File: src/ghr_pkg.sv
`timescale 1ns / 1ps
// ----------------------------------------------------------------------------
// ghr_pkg
// Shared types and constants of the grid heat relaxation block.
// ----------------------------------------------------------------------------
package ghr_pkg;

  localparam int MAX_SIDE    = 128;
  localparam int VALUE_WIDTH = 32;
  localparam int CNT_W       = $clog2(MAX_SIDE);
  localparam int SIDE_W      = CNT_W + 1;
  localparam int ADDR_W      = $clog2(MAX_SIDE * MAX_SIDE);
  localparam int DEPTH       = MAX_SIDE * MAX_SIDE;
  localparam int NN_W        = ADDR_W + 1;
  localparam int ITER_W      = 20;
  localparam int ACC_W       = 31;
  localparam int DIV_W       = 40;
  localparam int DVS_W       = CNT_W;

  localparam logic [ITER_W-1:0] ITER_CAP = ITER_W'(1000000);

  localparam logic [2:0] REG_GRID_SIZE = 3'd0;
  localparam logic [2:0] REG_ACCURACY  = 3'd1;
  localparam logic [2:0] REG_MAX_ITER  = 3'd2;
  localparam logic [2:0] REG_CORNER_TL = 3'd3;
  localparam logic [2:0] REG_CORNER_TR = 3'd4;
  localparam logic [2:0] REG_CORNER_BL = 3'd5;
  localparam logic [2:0] REG_CORNER_BR = 3'd6;

  localparam logic OP_SOLVE = 1'b0;
  localparam logic OP_READ  = 1'b1;

  typedef struct packed {
    logic              operation;
    logic [ADDR_W-1:0] cell_index;
  } in_word_t;

  typedef struct packed {
    logic signed [VALUE_WIDTH-1:0] cell_value;
    logic [31:0]                   final_loss;
    logic [ITER_W-1:0]             iterations_done;
    logic                          converged;
  } out_word_t;

  typedef struct packed {
    logic             start;
    logic [DIV_W-1:0] dividend;
    logic [DVS_W-1:0] divisor;
  } div_req_t;

  typedef struct packed {
    logic             done;
    logic [DIV_W-1:0] quotient;
  } div_rsp_t;

endpackage

File: src/ghr_div.sv
`timescale 1ns / 1ps
// ----------------------------------------------------------------------------
// ghr_div
// Restoring unsigned divider, one quotient bit per cycle.
// ----------------------------------------------------------------------------
module ghr_div
  import ghr_pkg::*;
(
  input  logic     clk,
  input  logic     rst_n,
  input  div_req_t req,
  output div_rsp_t rsp
);

  localparam int CW = $clog2(DIV_W + 1);

  logic             busy_r, busy_nxt;
  logic             done_r, done_nxt;
  logic [CW-1:0]    cnt_r, cnt_nxt;
  logic [DIV_W-1:0] quo_r, quo_nxt;
  logic [DVS_W-1:0] rem_r, rem_nxt;
  logic [DVS_W-1:0] dvs_r, dvs_nxt;
  logic [DVS_W:0]   trial;

  always_comb begin
    busy_nxt = busy_r;
    done_nxt = 1'b0;
    cnt_nxt  = cnt_r;
    quo_nxt  = quo_r;
    rem_nxt  = rem_r;
    dvs_nxt  = dvs_r;
    trial    = {rem_r, quo_r[DIV_W-1]};
    if (req.start) begin
      busy_nxt = 1'b1;
      cnt_nxt  = CW'(DIV_W);
      quo_nxt  = req.dividend;
      rem_nxt  = '0;
      dvs_nxt  = req.divisor;
    end else if (busy_r) begin
      // The partial remainder stays below the divisor, so the trial fits.
      if (trial >= {1'b0, dvs_r}) begin
        rem_nxt = DVS_W'(trial - {1'b0, dvs_r});
        quo_nxt = {quo_r[DIV_W-2:0], 1'b1};
      end else begin
        rem_nxt = trial[DVS_W-1:0];
        quo_nxt = {quo_r[DIV_W-2:0], 1'b0};
      end
      cnt_nxt = cnt_r - CW'(1);
      if (cnt_r == CW'(1)) begin
        busy_nxt = 1'b0;
        done_nxt = 1'b1;
      end
    end
  end

  always_ff @(posedge clk) begin
    if (!rst_n) begin
      busy_r <= 1'b0;
      done_r <= 1'b0;
      cnt_r  <= '0;
    end else begin
      busy_r <= busy_nxt;
      done_r <= done_nxt;
      cnt_r  <= cnt_nxt;
    end
    quo_r <= quo_nxt;
    rem_r <= rem_nxt;
    dvs_r <= dvs_nxt;
  end

  assign rsp.done     = done_r;
  assign rsp.quotient = quo_r;

endmodule

File: config.mk
export PLATFORM = sky130hd
export DESIGN_NAME = ghr_div
export DESIGN_NICKNAME = d
export VERILOG_FILES = /design/src/ghr_pkg.sv /design/src/ghr_div.sv
export SDC_FILE = /design/constraint.sdc
export NUM_CORES = 1
export LEC_CHECK = 0
export BUFFER_PORTS_ARGS = -buffer_cell sky130_fd_sc_hd__buf_2
export CAP_MARGIN = 5
export CORE_MARGIN = 4
export CORE_UTILIZATION = 57
export CTS_BUF_LIST = sky130_fd_sc_hd__clkbuf_8
export CTS_CLUSTER_DIAMETER = 30
export DETAILED_ROUTE_END_ITERATION = 12
export GPL_TIMING_DRIVEN = 0
export PLACE_DENSITY_LB_ADDON = 0.1
export SLEW_MARGIN = 5
export SYNTH_ARGS = -nofsm -noshare
export SYNTH_HDL_FRONTEND = slang
export SYNTH_SLANG_ARGS = --single-unit
File: constraint.sdc
create_clock -name clk -period 4.4 [get_ports clk]
set_input_delay 0.88 -clock clk [delete_from_list [all_inputs] [get_ports clk]]
set_output_delay 0.88 -clock clk [all_outputs]
set_load 0.1 [all_outputs]
Word-level counts from Yosys, hierarchy flattened

Index checks and enable logic that the tools add are counted.

Register bits after elaboration: 62
Logic and storage cells: 26
Input bits: 50

Bitwise operators: 2
Equality and inequality tests: 1
Order comparisons: 1
Muxes and demuxes: 10
Reduce and logical (&&, ||, !) cells: 3
Add/sub/neg operators: 2

Operators with widths:

| cell                  | number |
|---|---|
| $mux W40              | 2 |
| $mux W6               | 2 |
| $ge A8 B7 Y1          | 1 |
| $mux W7               | 1 |
| $sub A7 B7 Y7         | 1 |
| $eq A6 B1 Y1 const B  | 1 |
| $sub A6 B1 Y6 const B | 1 |
| $mux W1               | 5 |
| $reduce_or A3 Y1      | 1 |
| $not A1 Y1            | 2 |
| $reduce_bool A2 Y1    | 1 |
| $reduce_or A2 Y1      | 1 |

Longest topological paths before layout

Gate-level depths: netlist of the first run.

Depth after elaboration: 4
Mapped depth: 9

Least setup slack after synthesis of the first run

No wires, ideal clock.

Kind: register to register
Start: reg quo_r[39]
End: reg rem_r[0]
Clock period less this slack: 2919 ps
Buffers on the path: 2
Cell stages (with the launch flop): 10
Setup slack: 1481 ps
Data arrival time: 2831 ps
Data required time: 4312 ps
Path through: edfxtp_1 > inv_1 > ha_1 > fa_1 > nand2b_1 > a211o_1 > buf_6 > and3_1 > buf_6 > a311oi_2

Cells in the longest elaborated chain, start to end: 2
Elaborated cells on any way between the ends: 3

Ends and longest elaborated chain:

| item                                          | RTL line                     | source |
|---|---|---|
| start, declared                               | ghr_div.sv:20                | `logic [DIV_W-1:0] quo_r, quo_nxt;` |
| start signal, assigned                        | ghr_div.sv:66                | `quo_r <= quo_nxt;` |
| $sub A7 B7 Y7 or $ge A8 B7 Y1 (tied branches) | ghr_div.sv:42, ghr_div.sv:41 |  |
| $mux W7 *                                     | ghr_div.sv:41                | `if (trial >= {1'b0, dvs_r}) begin` |
| end signal, assigned                          | ghr_div.sv:67                | `rem_r <= rem_nxt;` |
| end, declared                                 | ghr_div.sv:21                | `logic [DVS_W-1:0] rem_r, rem_nxt;` |

Mark *: on every way between the ends. The rest lies on a longest branch, timed or not.
A chain may end at the register's enable or synchronous reset.

Final worst setup path of the first run

Start: in req[47] (netlist name)
End: reg quo_r[10], enable pin

Cells in the longest elaborated chain, start to end: 1

Ends and longest elaborated chain:

| item                         | RTL line      | source |
|---|---|---|
| start, declared              | ghr_div.sv:11 | `input div_req_t req,` |
| $reduce_bool A2 Y1 (no line) | --            |  |

Every way passes these cells.

==> summary.txt, run 1 <==
Status: finished, final reports clean
Async SR Flop Fraction: 0
Worst Path Max Fanout: 40
Io pins: 91
Post-cts resize count: 0
Hold Slack: 0.5152 ns
Gr ovfl total: 0
Tcrit/Tclk final: 0.6434
Leak pwr: 1.577 nW
Skew-Pair Late Insertion Delay: 0.33 ns
Reg2reg setup slack: 2.11 ns
Final hold viol count: 0
DRC errors left: 0
Ys Warns: 0
CP Buf/Inv Count: 3
Mapped Cells: 233
Initial Util: 0.5922
Slowest stage cell, crit path: or2_2
Final non-filler cell total: 408
Max Cap Violations: 0
Worst Setup End Kind: flop
Vias: 2187
Crit path kind: in -> reg
Final critical-path required period: 2.831 ns
Post-synth EDFFs: 47
Gr busiest metal: met2
Syn Area/Cell: 13.15 um2
Hold path cells: 2
Power per cell area: 463.7 nW/um2
RR Startpoint: quo_r[39]
CP Launch Type: input pin
Worst hold path class: reg -> reg
Reg2reg end: rem_r[0]
TritonCTS clock tree: built
Chip Width: 81.31 um
Synth cell types: 51
Die area: 6611 um2
Sequential area share after synthesis: 0.5588
First-pass GRT wire length: 10490 um
Post-Syn Area: 3063 um2
Die H: 81.31 um
TritonCTS buffer count: 9
Synthesized Nets: 293
CTS clk-pin slew, worst paths: 0.07 ns
Hold buffers post-CTS: 0
Ant diodes: 0
Max stage delay on crit path: 0.81 ns
FMAX: 353.2 MHz
Setup bufs post-CTS: 0
Via density: 5.360
Most used DFF post-synth: edfxtp_1
# rows: 26
WP depth: 4
Kind of cell adding the most delay to the critical path: buffers and inverters
HP Start: cnt_r[1]
Worst Skew: 0.007390 ns
Pre-antenna DRT Iters: 4
Vias in the first global route: 2208
R2R depth: 9
Met3 global-route usage: 0.09867
Final max-slew violation count: 0
Dpl cells: 393
GR Layer Usage met1: 0.2679
HPWL Detailed: 4696 um
Req. time, crit path: 4.36 ns
Worst Hold Path EP: cnt_r[1]
RSZ-0062 raised after global routing: false
# clock sinks: 62
Core Area: 5172 um2
Final setup viols: 0
FF+latch count, synth: 62
Number of nets in the layout: 394
Final GP Congestion: 0.7847
DRT iter0 DRCs: 116
Max_slew headroom: 0.3849
CTS max path bufs: 2
Total wire length: 6389 um
WP data arrival: 2.79 ns
Initial antenna violation count: 0
Setup TNS: 0 ns
Syn-to-layout area delta: 24.22%
ANT nets after route: 0
Port bufs: 90
Peak supply drop: 0.3141 mV
Critical path cell sequence: buf_2, clkbuf_1, buf_1, or2_2
Wire per inst: 15.66 um
Largest net degree at the start of global routing: 41
Routing usage on met2: 0.3282
H-tree levels: 3
Worst Max-Slew Pin Slew: 0.9227 ns
Total GRT Usage: 0.2134
Layout cell share with drive strength beyond 1: 0.4615
Clock root buffer: clkbuf_8
[cell type report]
cell class              count  area [um2]
repair buffers             90       450.4
well taps                  70       87.58
multi-input cells         144        1227
clock buffers               9       123.9
plain buffers              13       71.32
clock inverters             6       80.08
fillers                   366        1368
flip-flops and latches     62        1712
inverters                  14       52.55
[how the worst max path moves through the flow]
| stage | start | endpoint |
|---|---|---|
| after floorplan | quo_r[39] | rem_r[0] |
| after global placement | req[47] | quo_r[10] |
| after detailed placement | req[47] | quo_r[15] |
| after CTS | req[47] | quo_r[11] |
| after global routing | req[47] | quo_r[10] |
| final | req[47] | quo_r[10] |
[kinds of logic (layout without fill, tap and decap cells)]
kind of cell / count (synthesis) / in the layout / synth area share
DFF: 62 / 62 / 0.5588
and+or+nand+nor: 54 / 54 / 0.09764
muxes: 40 / 40 / 0.1467
AOI/OAI and AO/OA: 32 / 32 / 0.09028
buffers and inverters: 27 / 132 / 0.04044
adders and majority gates: 10 / 10 / 0.04330
xor gates and xnor gates: 8 / 8 / 0.02288
[synth_stat cells, drive strengths merged (4+ instances only)]
| master | number | area (um2) |
|---|---|---|
| dfxtp | 15 | 300.3 |
| nand2 | 9 | 33.78 |
| edfxtp | 47 | 1411 |
| a211oi | 5 | 50.05 |
| a41oi | 4 | 35.03 |
| xnor2 | 6 | 52.55 |
| inv | 14 | 52.55 |
| nand2b | 6 | 37.54 |
| nor2 | 14 | 52.55 |
| mux2 | 39 | 439.2 |
| ha | 9 | 112.6 |
| buf | 11 | 63.81 |
| nor3b | 5 | 37.54 |
[layout by cell type, fill, tap and decap left out, types with 3 or more instances in the layout]
| cell | instances |
|---|---|
| nor3b_1 | 5 |
| xnor2_1 | 6 |
| nor2_1 | 14 |
| a41oi_1 | 4 |
| a21o_1 | 3 |
| nor3_1 | 3 |
| edfxtp_1 | 47 |
| buf_1 | 5 |
| nand3b_1 | 3 |
| buf_2 | 93 |
| a211oi_1 | 4 |
| nand2b_1 | 6 |
| mux2_2 | 39 |
| dfxtp_1 | 15 |
| ha_1 | 9 |
| inv_1 | 16 |
| clkbuf_8 | 9 |
| nand2_1 | 9 |
[per-layer routing]
layer  share of wire  wire, um
met1            0.43      2753
met5               0         0
met4           0.013        85
met2            0.47      3034
met3           0.081       516
[sequential cells by signal, summed over array words and instances, names as in the netlist]
register / flops
rem_r: 7
busy_r: 1
cnt_r: 6
dvs_r: 7
quo_r: 40
done_r: 1
[stage by stage]
stage               power, W  setup WS (ns)  utilization  area, um2
global placement    0.001247          1.237       0.6962       3601
detailed placement  0.001253          1.202       0.6962       3601
global route        0.001839          1.442       0.7356       3805
CTS                 0.001778          1.574       0.7356       3805
floorplan           0.001158          1.481            -       3063
finish              0.001764          1.569       0.7356       3805
[report_power, final]
part,total [W],switching [W],internal (W)
registers,0.000725,0.0000292,0.000695
logic,0.000517,0.000396,0.000121
clock network,0.000522,0.000212,0.000311
[worst reg2reg max path: cells and delay by family (launching register included)]
family	cells	cell delay [ns]
adders and majority gates	2	0.63
buffers and inverters	3	0.34
and+or+nand+nor	2	0.37
AOI/OAI and AO/OA	2	0.52
DFF	1	0.35
No activity file was read; power rests on OpenSTA's default activity.
==> run 2, diff against run 1 <==
- CORE_UTILIZATION: 57 -> 53
- clock period: 4.4 -> 2.8 ns (I/O delays scaled with it)
==> run 2 against run 1 <==
- clock skew about the same
- hold slack worse by 0.12 ns
- critical path depth unchanged
- global-route usage down 2.4 points
- design area down 0.33%
- register-to-register slack worse by 1.5 ns
- non-clock buffer count unchanged
- first-iteration DRC count down 27%
- combinational power up 57%
==> summary.txt, run 2 (synthesis results as in run 1) <==
Status: finished, final reports clean (unchanged)
Number of nets in the layout: 394 (unchanged)
Die area: 7059 um2 (was 6611 um2)
Crit path kind: in -> reg (unchanged)
Most frequent cells in the layout: buf_2, edfxtp_1, mux2_2 (unchanged)
Final GP Congestion: 0.8307 (was 0.7847)
Io pins: 91 (unchanged)
R2R depth: 3 (was 9)
Vias in the first global route: 2225 (was 2208)
ANT nets after route: 0 (unchanged)
FMAX: 400.3 MHz
CTS clk-pin slew, worst paths: 0.07 ns (about the same)
H-tree levels: 3 (unchanged)
Total placed instance area: 3626 um2 (was 3601 um2)
DRT iter0 DRCs: 85 (was 116)
Tcrit/Tclk final: 0.8922
Vias: 2168 (was 2187)
Req. time, crit path: 2.76 ns (was 4.36 ns)
Kind of cell adding the most delay to the critical path: buffers and inverters (unchanged)
TritonCTS buffer count: 9 (unchanged)
Skew-Pair Late Insertion Delay: 0.34 ns (was 0.33 ns)
Pre-antenna DRT Iters: 4 (unchanged)
Gr ovfl total: 0 (unchanged)
HPWL Detailed: 4663 um (was 4696 um)
Area of the multi-input gates: 1250 um2 (was 1227 um2)
Initial antenna violation count: 0 (unchanged)
Initial Util: 0.5528 (was 0.5922)
Leak pwr: 1.558 nW (was 1.577 nW)
Post-cts resize count: 0 (unchanged)
Wire per inst: 15.25 um (was 15.66 um)
WP depth: 4 (unchanged)
Max_slew headroom: 0.3922 (was 0.3849)
Syn-to-layout area delta: 23.82% (was 24.22%)
Largest net degree at the start of global routing: 41 (unchanged)
Max Cap Violations: 0 (unchanged)
Final max-slew violation count: 0 (unchanged)
Worst Path Max Fanout: 40 (unchanged)
Peak supply drop: 0.5073 mV (was 0.3141 mV)
Setup bufs post-CTS: 0 (unchanged)
Final core occ: 0.6845 (was 0.7356)
Most flop-heavy register: quo_r (unchanged)
Number of flip-flops in the largest register: 40 (unchanged)
Clock root buffer: clkbuf_8 (unchanged)
Worst Max-Slew Pin Slew: 0.9117 ns (was 0.9227 ns)
Register area: 1712 um2 (unchanged)
Commonest non-fill, non-tap cell in the layout: buf_2 (unchanged)
CP Launch Type: input pin (unchanged)
Worst Skew: 0.007675 ns (was 0.007390 ns)
Total wire length: 6269 um (was 6389 um)
Total GRT Usage: 0.1889 (was 0.2134)
Regs by FF count: quo_r: 40 flops, dvs_r: 7 flops, rem_r: 7 flops (unchanged)
Slowest stage cell, crit path: or2_2 (unchanged)
Critical path cell sequence: buf_2, clkbuf_1, buf_1, or2_2 (unchanged)
Hold buffers post-CTS: 0 (unchanged)
First-pass GRT wire length: 10460 um (was 10490 um)
Final setup viols: 0 (unchanged)
Max stage delay on crit path: 0.81 ns (about the same)
Final hold viol count: 0 (unchanged)
Via density: 5.275 (was 5.360)
Power per cell area: 690.5 nW/um2 (was 463.7 nW/um2)
TritonCTS clock tree: built (unchanged)
Port bufs: 90 (unchanged)
Core Area: 5540 um2 (was 5172 um2)
Final critical-path required period: 2.498 ns
Chip Width: 84.02 um (was 81.31 um)
DRC errors left: 0 (unchanged)
Post-route cell area: 3792 um2 (was 3805 um2)
Worst Setup End Kind: flop (unchanged)
Layout cell share with drive strength beyond 1: 0.4808 (was 0.4615)
CTS max path bufs: 2 (unchanged)
Hold path cells: 1 (was 2)
Ant diodes: 0 (unchanged)
Worst hold path class: in -> reg (was reg -> reg)
Layout fillers: 426 (was 366)
# rows: 27 (was 26)
Die H: 84.02 um (was 81.31 um)
WP data arrival: 2.46 ns (was 2.79 ns)
RSZ-0062 raised after global routing: false (unchanged)
CP Buf/Inv Count: 3 (unchanged)
# clock sinks: 62 (unchanged)
## run 2: path summary, 6_finish.rpt
kind                                 end     start  slack (ns)
worst max-delay path            quo_r[7]   req[47]        0.30
worst min-delay path            dvs_r[5]    req[5]        0.39
worst max register to register  quo_r[7]    busy_r        0.58
worst min register to register  cnt_r[1]  cnt_r[1]        0.50
## run 2: layer usage
metal  track usage  wire [um]  vias up  share of wire
li1              -          -     1072              -
met1        0.2313       2735     1026           0.44
met2        0.2934       2940       61           0.47
met3       0.07305        504        9          0.080
met4       0.08626         89        0          0.014
met5             0          0        -              0
## run 2: worst register-to-register path, cell delays in order, from the launching register on
cell      delay [ns]
dfxtp_1         0.38
clkbuf_1        0.38
buf_2           0.32
or2_2           0.76
## run 2: through the flow
step / total power (W) / setup WS [ns] / instances / hold WS (ns) / TNS, ns
floorplan: 0.001827 / 0.04403 / 233 / 0.4685 / 0
global route: 0.002741 / 0.08066 / 411 / 0.3737 / 0
finish: 0.002619 / 0.3018 / 411 / 0.3930 / 0
CTS: 0.002641 / 0.2747 / 411 / 0.3834 / 0
detailed placement: 0.001974 / -0.09720 / 395 / 0.4942 / -3.821
global placement: 0.001964 / -0.05575 / 395 / 0.4816 / -2.156
## run 2: area by class of cell
type,instances,area share
plain buffers,13,0.01881
inverters,14,0.01386
clock buffers,9,0.03266
repair buffers,90,0.1188
flip-flops and latches,62,0.4513
well taps,72,0.02375
multi-input cells,144,0.3296
clock inverters,7,0.01122
## run 2: power by group
group	total, W	switching (W)	internal [W]
registers	0.00114	0.0000462	0.00109
clock network	0.000667	0.000354	0.000314
logic	0.000813	0.000618	0.000195
